--- config.mk ---
export PLATFORM = sky130hd
export DESIGN_NAME = tti_div
export DESIGN_NICKNAME = d
export VERILOG_FILES = /design/src/hdl/tti_div.sv
export SDC_FILE = /design/constraint.sdc
export NUM_CORES = 1
export LEC_CHECK = 0
export BUFFER_PORTS_ARGS = -buffer_cell sky130_fd_sc_hd__buf_2
export CAP_MARGIN = 15
export CORE_MARGIN = 4
export CORE_UTILIZATION = 57
export CTS_CLUSTER_SIZE = 8
export DETAILED_ROUTE_END_ITERATION = 8
export GPL_TIMING_DRIVEN = 1
export HOLD_SLACK_MARGIN = 0.05
export PLACE_DENSITY = 0.86
export SYNTH_ARGS = -nofsm -noshare
export SYNTH_HDL_FRONTEND = slang
export SYNTH_SLANG_ARGS = --single-unit
--- constraint.sdc ---
create_clock -name clk -period 3.55 [get_ports clk]
set_input_delay 0.1775 -clock clk [delete_from_list [all_inputs] [get_ports clk]]
set_output_delay 0.1775 -clock clk [all_outputs]
set_load 0.01 [all_outputs]
--- src/hdl/tti_div.sv ---
// Restoring divider: fraction (num << FRACTION_BITS) / den, one bit per cycle.
`timescale 1ns / 1ps
`default_nettype none

module tti_div #(
    parameter int FRACTION_BITS = 16
) (
    input  wire logic                     clk,
    input  wire logic                     rst_n,
    input  wire logic                     start,
    input  wire logic [31:0]              num,
    input  wire logic [31:0]              den,
    output logic                          busy,
    output logic [FRACTION_BITS-1:0]      quot
);

    localparam int CW = $clog2(FRACTION_BITS + 1);

    logic [CW-1:0]            cnt_reg, cnt_next;
    logic [31:0]              rem_reg, rem_next;
    logic [31:0]              den_reg, den_next;
    logic [FRACTION_BITS-1:0] quot_reg, quot_next;
    logic [32:0]              shifted;
    logic [32:0]              trial;
    logic                     fits;

    // One shift-compare-subtract step; num < den keeps rem in 32 bits
    always_comb
    begin
        shifted   = {rem_reg, 1'b0};
        trial     = shifted - {1'b0, den_reg};
        fits      = shifted >= {1'b0, den_reg};
        cnt_next  = cnt_reg;
        rem_next  = rem_reg;
        den_next  = den_reg;
        quot_next = quot_reg;
        if (start)
        begin
            cnt_next  = CW'(FRACTION_BITS);
            rem_next  = num;
            den_next  = den;
            quot_next = '0;
        end
        else if (cnt_reg != '0)
        begin
            cnt_next  = cnt_reg - CW'(1);
            rem_next  = fits ? trial[31:0] : shifted[31:0];
            quot_next = {quot_reg[FRACTION_BITS-2:0], fits};
        end
    end

    // Step counter
    always_ff @(posedge clk or negedge rst_n)
    begin
        if (!rst_n)
        begin
            cnt_reg <= '0;
        end
        else
        begin
            cnt_reg <= cnt_next;
        end
    end

    // Datapath
    always_ff @(posedge clk)
    begin
        rem_reg  <= rem_next;
        den_reg  <= den_next;
        quot_reg <= quot_next;
    end

    assign busy = cnt_reg != '0;
    assign quot = quot_reg;

endmodule

`default_nettype wire

==> impl_metrics.yaml <==
outcome:
  status: "complete, no violations"
critical_path:
  startpoint_type: "register"
  slowest_delay_ns: 0.50
  crit_type: "register to register"
  crit_cells: 11
  end_kind: "register"
  cp_num_buf_inv: 2
  cp.arrival_ns: 3.43
  path_delay_family: "compound AO/OA/AOI/OAI gates"
  crit_fanout: 16
  worstPathRequired_ns: 3.68
  crit_path_top_delay_cell: "a21oi_4"
  r2r-end: "rem_reg[10]$_DFFE_PP_"
  path_cells: "ha_1, nand4_1, inv_1, nand2_1, o211a_4, o211ai_2, nand4_1, a21oi_4, buf_4, nor3b_1, a221o_1"
  crit_path_end: "rem_reg[10]$_DFFE_PP_"
  r2r_cells: 11
  worstSetupStartpoint: "rem_reg[10]$_DFFE_PP_"
  critPathMostFrequentCell: "nand4_1"
  reg2reg_from: "rem_reg[10]$_DFFE_PP_"
  reg2reg_slack_ns: 0.25
timing:
  tns_ns: 0
  fin_crit_ns: 3.30
  finalCritPeriodShare_pct: 93.0
  fmax_mhz: 303
  rsz0062_at_grt: "false"
  clock_skew_ns: 0.00943
  tightest_slew_ns: 0.579
  max_slew_margin_pct: 61.3
  setup_viol: 0
  hold_viol_final: 0
  drv_slew: 0
finish:
  fin_area_um2: 6310
  fill_cells: 690
  num_antenna_cells: 0
  final_cell_mix: "82 x nand2_1, 82 x buf_2, 64 x edfxtp_1"
  areaGrowthSynthToFinish_pct: 19.9
  final_cells: 764
  fin_nets: 753
  drive_gt1_share_pct: 19.1
clock_network:
  htree_levels: 3
  cts_sinks: 85
  clk_latency_ns: 0.37
  cts_tree: "yes"
  cts-root-buf: "clkbuf_8"
  path_clk_slew_ns: 0.10
  cts_setup_buffers: 0
  cts_buffers: 9
  post_cts_resized: 0
  cts_max_path_buffers: 2
die:
  core.rowCount: 34
  ioPinCount: 84
  fp.coreArea_um2: 8850
  die_width_um: 104
  die_h_um: 104
  dieArea_um2: 10800
  start_util_pct: 59.5
power_and_ir_drop:
  p_sw_mw: 2.18
  p_leak_nw: 2.83
  ir_drop_v: 0.000431
  combPwrFrac_pct: 56.4
  sequentialPowerShare_pct: 30.2
  p_int_mw: 2.99
  switching_share_pct: 42.2
  powerDensity_nw_per_um2: 820
  clkPwrFrac_pct: 13.4
min_path:
  hp-class: "input pin to register"
drt:
  drtAntennaViolNets: 0
  vias: 4316
  vias_per_cell: 5.65
  dr.first_iter.drc_count: 244
  post-route-drc-count: 0
  first_pass_iters: 5
  wl_per_cell_um: 15.3
  finalWirelength_mm: 11.7
synthesis:
  synth_nets: 638
  synth_edf_count: 64
  ys_seq_elements: 85
  ys_seq_area_share_pct: 45.0
  ys_warn_count: 0
  syn_area_per_cell_um2: 9.82
  synthArstFlopShare_pct: 5.88
  syn_inst: 536
  ys.flop_type: "edfxtp_1"
  syn_area_um2: 5260
  synth_cell_type_count: 58
global_routing:
  grtUsageTotal_pct: 22.0
  grt_pass1_vias: 4413
  overflow: 0
  grt_antenna_before_repair: 0
  grt_max_degree: 41
  grt_pass1_wl_mm: 19.9
flow_run:
  cap_viol_max_count: 0
placed_design:
  gp_congestion: 0.934
  port_buffers: 83
  dp_cells: 715
  dpl.hpwl_mm: 8.38
  placed_cell_area_um2: 5780
[cell type report]
type / instances / area [um^2] / share of cell area, %
multi-input combinational: 388 / 2630 / 41.7
sequential: 85 / 2370 / 37.5
timing repair buffer: 126 / 823 / 13.0
inverter: 41 / 154 / 2.44
tap: 108 / 135 / 2.14
clock buffer: 9 / 124 / 1.96
clock inverter: 7 / 76.3 / 1.21
[worst min path at each step]
stage / endpoint / slack [ns] / cells past startpoint / startpoint
floorplan: cnt_reg[0]$_DFFE_PN0P_ / -0.12 / 0 / rst_n
global placement: cnt_reg[3]$_DFFE_PN0P_ / -0.006 / 1 / rst_n
detailed placement: cnt_reg[1]$_DFFE_PN0P_ / -0.002 / 1 / rst_n
CTS: rem_reg[25]$_DFFE_PP_ / 0.08 / 3 / num[25]
global route: rem_reg[23]$_DFFE_PP_ / 0.08 / 3 / num[23]
finish: rem_reg[25]$_DFFE_PP_ / 0.09 / 3 / num[25]
[layer usage]
layer / vias to the layer above / routed length (um) / GRT usage (%)
met3: 26 / 693 / 5.03
met1: 1987 / 5060 / 27.5
met5: - / 0 / 0
met4: 0 / 267 / 8.74
met2: 147 / 5670 / 37.0
li1: 2156 / - / -
[synth_stat cells (5+ instances only)]
| master | number | share of area [%] |
|---|---|---|
| o21ai_1 | 21 | 2.0 |
| clkbuf_1 | 13 | 0.93 |
| nor3b_1 | 5 | 0.71 |
| nand4_1 | 7 | 0.83 |
| and3_1 | 5 | 0.59 |
| dfrtp_1 | 5 | 2.4 |
| xnor2_1 | 20 | 3.3 |
| o21ai_0 | 12 | 1.1 |
| nand2_1 | 82 | 5.8 |
| nand2b_1 | 8 | 0.95 |
| nand3_1 | 8 | 0.76 |
| dfxtp_1 | 16 | 6.1 |
| a21o_1 | 13 | 1.9 |
| edfxtp_1 | 64 | 37 |
| a21oi_1 | 46 | 4.4 |
| nor3_1 | 8 | 0.76 |
| a221o_1 | 5 | 0.95 |
| mux2i_1 | 23 | 4.4 |
| inv_1 | 41 | 2.9 |
| ha_1 | 34 | 8.1 |
| nor2_1 | 19 | 1.4 |
| xor2_1 | 9 | 1.5 |
[logic make-up (layout without fill, tap and decap cells)]
kind of cell / Yosys count / in the layout / share of synthesized area [%]
flops: 85 / 85 / 45.0
xor+xnor: 29 / 29 / 4.83
fa+ha+maj: 35 / 35 / 8.46
mux: 26 / 26 / 5.02
buf+inv: 63 / 183 / 5.32
simple gates: 160 / 160 / 14.4
compound gates: 138 / 138 / 17.0
[power by group through the flow]
| stage | combinational, mW | clock (mW) | sequential (mW) |
|---|---|---|---|
| 2_1_floorplan | 2.36 | 0 | 1.53 |
| 3_3_place_gp | 2.80 | 0 | 1.56 |
| 4_1_cts | 2.91 | 0.709 | 1.56 |
| 5_1_grt | 3.25 | 0.742 | 1.59 |
| 3_5_place_dp | 2.85 | 0 | 1.58 |
| 6_report | 2.92 | 0.694 | 1.56 |
[metrics by stage]
| step | total power, mW | utilization [%] | worst slack, ns | hold slack (ns) |
|---|---|---|---|---|
| 2_1_floorplan | 3.90 | - | 0.878 | -0.118 |
| 3_3_place_gp | 4.36 | 65.3 | 0.377 | -0.00576 |
| 3_5_place_dp | 4.44 | 65.3 | 0.287 | -0.00231 |
| 4_1_cts | 5.18 | 71.3 | 0.258 | 0.0789 |
| 5_1_grt | 5.59 | 71.3 | 0.0264 | 0.0803 |
| 6_report | 5.17 | 71.3 | 0.250 | 0.0883 |
[worst min-delay path, stage by stage]
cell	delay, ns
buf_2	0.07
nand2_1	0.04
o21ai_1	0.06
[timing repair]
action	4_1_cts	5_1_grt
hold buffers	33	0
setup endpoints to repair	0	0
hold endpoints to repair	37	0
Note: power is estimated with default switching activity, not from simulation.
