File: config.mk
export PLATFORM = sky130hd
export DESIGN_NAME = tti_blend
export DESIGN_NICKNAME = d
export VERILOG_FILES = /design/src/hdl/tti_blend.sv
export SDC_FILE = /design/constraint.sdc
export NUM_CORES = 1
export LEC_CHECK = 0
export ABC_AREA = 0
export BUFFER_PORTS_ARGS = -buffer_cell sky130_fd_sc_hd__buf_2
export CAP_MARGIN = 20
export CORE_UTILIZATION = 65
export CTS_CLUSTER_DIAMETER = 200
export DETAILED_ROUTE_END_ITERATION = 7
export GPL_TIMING_DRIVEN = 1
export PLACE_DENSITY = 0.84
export SETUP_SLACK_MARGIN = 0.1
export SYNTH_ARGS = -nofsm -noshare
export SYNTH_HDL_FRONTEND = slang
export SYNTH_SLANG_ARGS = --single-unit
File: constraint.sdc
create_clock -name clk -period 10.4 [get_ports clk]
set_clock_uncertainty 0.05 [all_clocks]
set_input_delay 1.04 -clock clk [delete_from_list [all_inputs] [get_ports clk]]
set_output_delay 1.04 -clock clk [all_outputs]
set_load 0.1 [all_outputs]
File: src/hdl/tti_blend.sv
// Shared blend unit: a + floor((b - a) * f / 2^FRACTION_BITS), multiply then add.
`timescale 1ns / 1ps
`default_nettype none

module tti_blend #(
    parameter int FRACTION_BITS = 16
) (
    input  wire logic                     clk,
    input  wire logic                     mul_en,
    input  wire logic [31:0]              a,
    input  wire logic [31:0]              b,
    input  wire logic                     sgn,
    input  wire logic [FRACTION_BITS-1:0] f,
    output logic [31:0]                   result
);

    localparam int PW = 33 + FRACTION_BITS + 1;

    logic signed [32:0]          a_ext;
    logic signed [32:0]          b_ext;
    logic signed [32:0]          diff;
    logic signed [FRACTION_BITS:0] f_ext;
    logic signed [PW-1:0]        prod_reg;
    logic signed [PW-1:0]        prod_shift;

    // Difference fits 33 bits for both signed and unsigned lanes
    always_comb
    begin
        a_ext = $signed({sgn & a[31], a});
        b_ext = $signed({sgn & b[31], b});
        diff  = b_ext - a_ext;
        f_ext = $signed({1'b0, f});
    end

    // Product register
    always_ff @(posedge clk)
    begin
        if (mul_en)
        begin
            prod_reg <= diff * f_ext;
        end
    end

    // Arithmetic shift floors toward minus infinity
    always_comb
    begin
        prod_shift = prod_reg >>> FRACTION_BITS;
        result     = a + prod_shift[31:0];
    end

endmodule

`default_nettype wire

==> impl_metrics.toml, run 1 <==
[outcome]
run_status = "finished clean"

[sta]
relSlewSlack = 0.243
fin_setup_tns_ns = 0
whs_ns = 1.37
crit_path_time_final_ns = 9.98
rsz0062_at_grt = "false"
post-route-period-util = 0.960
timing_hold_violations_final = 0
final-max-slew-violation-count = 0
report.final.setup_viol = 0
worst-slew-pin-transition_ns = 1.13
achievable-frequency_mhz = 100

[global_route]
grt_start_max_net_pins = 49
gr-usage-all-layers = 0.359
number_of_antenna_violations_at_the_first_check_in_global_routing = 0
grt_first_pass_wirelength_microns = 98400
first_global_vias = 19800
grt_overflow = 0

[routing]
route.vias.total = 17800
routed_via_density = 5.82
final_antenna_net_count = 0
drt-pass1-iter-count = 6
post_drt_wl_per_cell_microns = 19.6
totalWireLength_microns = 60000
drt_drc_violations_left = 0
dr.first_iter.drc_count = 1336

[placement]
port-buffer-count = 114
dp_hpwl_microns = 47500
placed_cells = 3046
globalplace.congestion = 0.966

[layout]
diodes = 0
nFillCells = 2560
design.final.nets = 3359
areaGrowthSynthToFinish_pct = 5.88
final_layout_size_suffix_gt1_frac = 0.0866
largest_reg_flops = 32
finalNonFillerCells = 3059
utilization_after_layout = 0.701

[synthesis]
async_reset_ff_frac = 0
mappedNetlistNets = 3301
synth_ff_type = "edfxtp_1"
post_synthesis_cells = 2552
synth.ff_latch_count = 32
yosysUniqueCellTypes = 73
synth_seq_area_share = 0.0430
synth-edff-count = 32
synth-warning-count = 0
synthMostInstantiatedCell = "inv_1"
synth.cells.most_frequent = "inv_1, fa_1, nand2_1, and2_1, ha_1"
synthDominantAreaCellType = "fa_1"
synth.avg_cell_area_sq_um = 8.75
post-synth-top-area-fraction = 0.440
netlist_area_sq_um = 22300
synth_top_cells_by_area = "fa_1, inv_1, ha_1"

[worst_setup_path]
arrival_ns = 9.97
crit_path_start = "a[8]"
crit_type = "in -> reg"
cp-start-kind = "input port"
cpPeakStageDelay_ns = 0.82
worst_setup_path_end_kind = "register"
timing.critical_path.slowest_stage_cell = "xnor2_1"
crit_fanout = 7
crit_path_end = "prod_reg[47]"
critPathRequiredTime_ns = 10.39

[job]
maxCapViolations = 0

[clocking]
clock_transition_at_the_registers_of_the_reported_paths_ns = 0.06
clock-sinks = 32
clock_tree.htree_level_count = 2
cts_tree = "yes"
clock_path_buffers = 2
cts_inserted_buffers = 5
post_cts_hold_buffer_count = 0
cts.root.buffer_cell = "clkbuf_16"

[hold_path]
hold_wc_path_type = "in -> reg"

[floorplanning]
core_sq_um = 33700
die_height_microns = 187
die_w_microns = 187
initial_utilization = 0.662
design.die.area_sq_um = 35100
number_of_core_rows = 67
top_level_ports = 115
cell usage in the layout (no fill, tap or decap), types with 41 or more instances in the layout:
cell type / n
a21oi_1: 75
and2_1: 230
buf_2: 114
buf_4: 43
fa_1: 490
ha_1: 174
inv_1: 639
nand2_1: 343
nor2_1: 76
o21ai_0: 41
xnor2_1: 55
worst max-delay path, delay by kind of cell:
kind | cells | cell delay, ns
AO/OA/AOI/OAI | 17 | 3.23
AND/OR/NAND/NOR | 3 | 0.56
adder cells (fa/ha/maj) | 8 | 3.78
XOR/XNOR | 2 | 1.04
buffers and inverters | 5 | 0.30
cell type report:
type                    instances  area [sq um]  share of cell area
flip-flops and latches         32           961              0.0407
inverters                     640          2400               0.102
clock inverters                 3          37.5             0.00159
clock buffers                   5           125             0.00529
repair buffers                160           945              0.0400
well taps                     448           561              0.0237
multi-input cells            1771         18600               0.787
through the flow:
step	cell area, sq um	setup slack (ns)
2_1_floorplan	22300	1.02
3_3_place_gp	23400	0.303
3_5_place_dp	23400	-0.0794
4_1_cts	23500	0.195
5_1_grt	23600	0.110
6_report	23600	0.421
worst min-delay path by stage:
stage                         endpoint  depth (start not counted)  slack, ns   start
after floorplan           prod_reg[16]                          0       1.10  mul_en
after global placement    prod_reg[23]                          1       1.65  mul_en
after detailed placement  prod_reg[23]                          1       1.67  mul_en
after CTS                 prod_reg[23]                          1       1.36  mul_en
after global routing      prod_reg[30]                          1       1.38  mul_en
final                     prod_reg[30]                          1       1.37  mul_en
cell families (layout without fill, tap and decap cells):
kind of cell | after synthesis | count (layout) | share of synthesized area
buf+inv | 749 | 808 | 0.128
simple gates | 739 | 739 | 0.162
fa+ha+maj | 666 | 666 | 0.538
compound gates | 270 | 270 | 0.0896
xor+xnor | 96 | 96 | 0.0386
flops | 32 | 32 | 0.0430
routing by layer:
layer / vias to the layer above / share of wire / track usage
met3: 254 / 0.085 / 0.0627
met1: 8863 / 0.35 / 0.418
met4: 0 / 0.062 / 0.208
met5: - / 0 / 0
met2: 948 / 0.50 / 0.625
li1: 7747 / - / -
timing repair:
item / in CTS / in global routing
setup endpoints to repair: 0 / 4
hold endpoints to repair: 0 / 0
gates resized for setup: 0 / 10
buffers inserted: 0 / 5
Power of run 1 is left out: the tool's default activity adds up to more than one toggle a clock period on the data nets, which glitch-free logic cannot reach.
==> run 2: changes to the inputs <==
--- a/config.mk
+++ b/config.mk
@@ -12,8 +12,9 @@
 export CTS_CLUSTER_DIAMETER = 200
 export DETAILED_ROUTE_END_ITERATION = 7
 export GPL_TIMING_DRIVEN = 1
-export PLACE_DENSITY = 0.84
+export PLACE_DENSITY_LB_ADDON = 0.25
 export SETUP_SLACK_MARGIN = 0.1
+export SLEW_MARGIN = 20
 export SYNTH_ARGS = -nofsm -noshare
 export SYNTH_HDL_FRONTEND = slang
 export SYNTH_SLANG_ARGS = --single-unit
==> impl_metrics.toml, run 2 (synthesized netlist as in run 1, its figures left out) <==
[clocking]
post_cts_buffers = 0
cts_inserted_buffers = 5
cts_tree = "yes"
cts.root.buffer_cell = "clkbuf_16"
clock_tree.htree_level_count = 2
clock_path_buffers = 2
clock_transition_at_the_registers_of_the_reported_paths_ns = 0.05
clock-sinks = 32

[placement]
dp_hpwl_microns = 46900
port-buffer-count = 114
globalplace.congestion = 0.933

[floorplanning]
number_of_core_rows = 67
initial_utilization = 0.662
design.die.area_sq_um = 35100
die_height_microns = 187
die_w_microns = 187
core_sq_um = 33700
top_level_ports = 115

[sta]
final-max-slew-violation-count = 0
relSlewSlack = 0.276
report.final.setup_viol = 0
worst-slew-pin-transition_ns = 1.08
crit_path_time_final_ns = 9.90
rsz0062_at_grt = "false"
achievable-frequency_mhz = 101
fin_setup_tns_ns = 0
post-route-period-util = 0.951
timing_hold_violations_final = 0

[layout]
final_layout_size_suffix_gt1_frac = 0.0860
design.final.nets = 3355
areaGrowthSynthToFinish_pct = 5.55
layout_common_cells = "inv_1, fa_1, nand2_1"
nFillCells = 2670
layout.cells.most_common = "inv_1"
largest_reg_flops = 32

[worst_setup_path]
crit_type = "in -> reg"
cpPeakStageDelay_ns = 0.71
worst_setup_path_end_kind = "register"
crit_fanout = 8
timing.critical_path.slowest_stage_cell = "xnor2_1"
cp-start-kind = "input port"
critPathRequiredTime_ns = 10.38
arrival_ns = 9.88

[global_route]
number_of_antenna_violations_at_the_first_check_in_global_routing = 1
grt_start_max_net_pins = 49
grt_overflow = 0
grt_first_pass_wirelength_microns = 97200
gr-usage-all-layers = 0.354
first_global_vias = 19500

[outcome]
run_status = "finished clean"

[routing]
drt-pass1-iter-count = 5
dr.first_iter.drc_count = 1217
totalWireLength_microns = 58700
top_layer_used = "met5"
routed_via_density = 5.76
drt_drc_violations_left = 0
dr_wl_met3_microns = 4510
met1_length_microns = 20700
post_drt_wl_per_cell_microns = 19.2
wl_met2_microns = 30000
final_antenna_net_count = 0
route.vias.total = 17600

[job]
maxCapViolations = 0

[hold_path]
hold_wc_path_type = "in -> reg"
run 2: layout make-up:
cell class	count	area, sq um	share of cell area
Sequential cell	32	961	0.0408
Tap cell	448	561	0.0238
Antenna cell	1	2.50	0.000106
Timing Repair Buffer	156	886	0.0376
Inverter	640	2400	0.102
Clock buffer	6	129	0.00547
Clock inverter	1	5.00	0.000212
Multi-Input combinational cell	1771	18600	0.790
run 2: worst max-delay path: cells and delay by family:
family / cells / cell delay, ns
fa+ha+maj: 8 / 3.68
xor+xnor: 2 / 0.94
buf+inv: 6 / 0.60
simple gates: 3 / 0.46
compound gates: 17 / 3.16
run 2: per-stage QoR:
stage          instance area, sq um  setup slack, ns  utilization  hold WS (ns)  std cells
6_report                      23600            0.505        0.699          1.34       3055
2_1_floorplan                 22300             1.02            -          1.10       2552
3_3_place_gp                  23400            0.418        0.694          1.65       3047
5_1_grt                       23600           0.0483        0.699          1.36       3054
4_1_cts                       23500            0.530        0.698          1.36       3054
3_5_place_dp                  23400            0.248        0.694          1.66       3047
run 2: path summary, 6_finish.rpt:
check,start,depth (start not counted),endpoint
setup / recovery,a[5],36,prod_reg[47]
hold / removal,mul_en,1,prod_reg[22]
run 2: repair_timing:
item | in CTS | in global routing
hold buffers | 0 | 0
gates resized for setup | 0 | 7
hold endpoints to repair | 0 | 0
endpoints found under the setup margin | 0 | 4
run 2: metal layers:
metal | vias to the layer above | GRT usage
li1 | 7735 | -
met1 | 8891 | 0.411
met2 | 761 | 0.632
met3 | 223 | 0.0557
met4 | 2 | 0.186
met5 | - | 0
Power of run 2 is left out for the same reason.
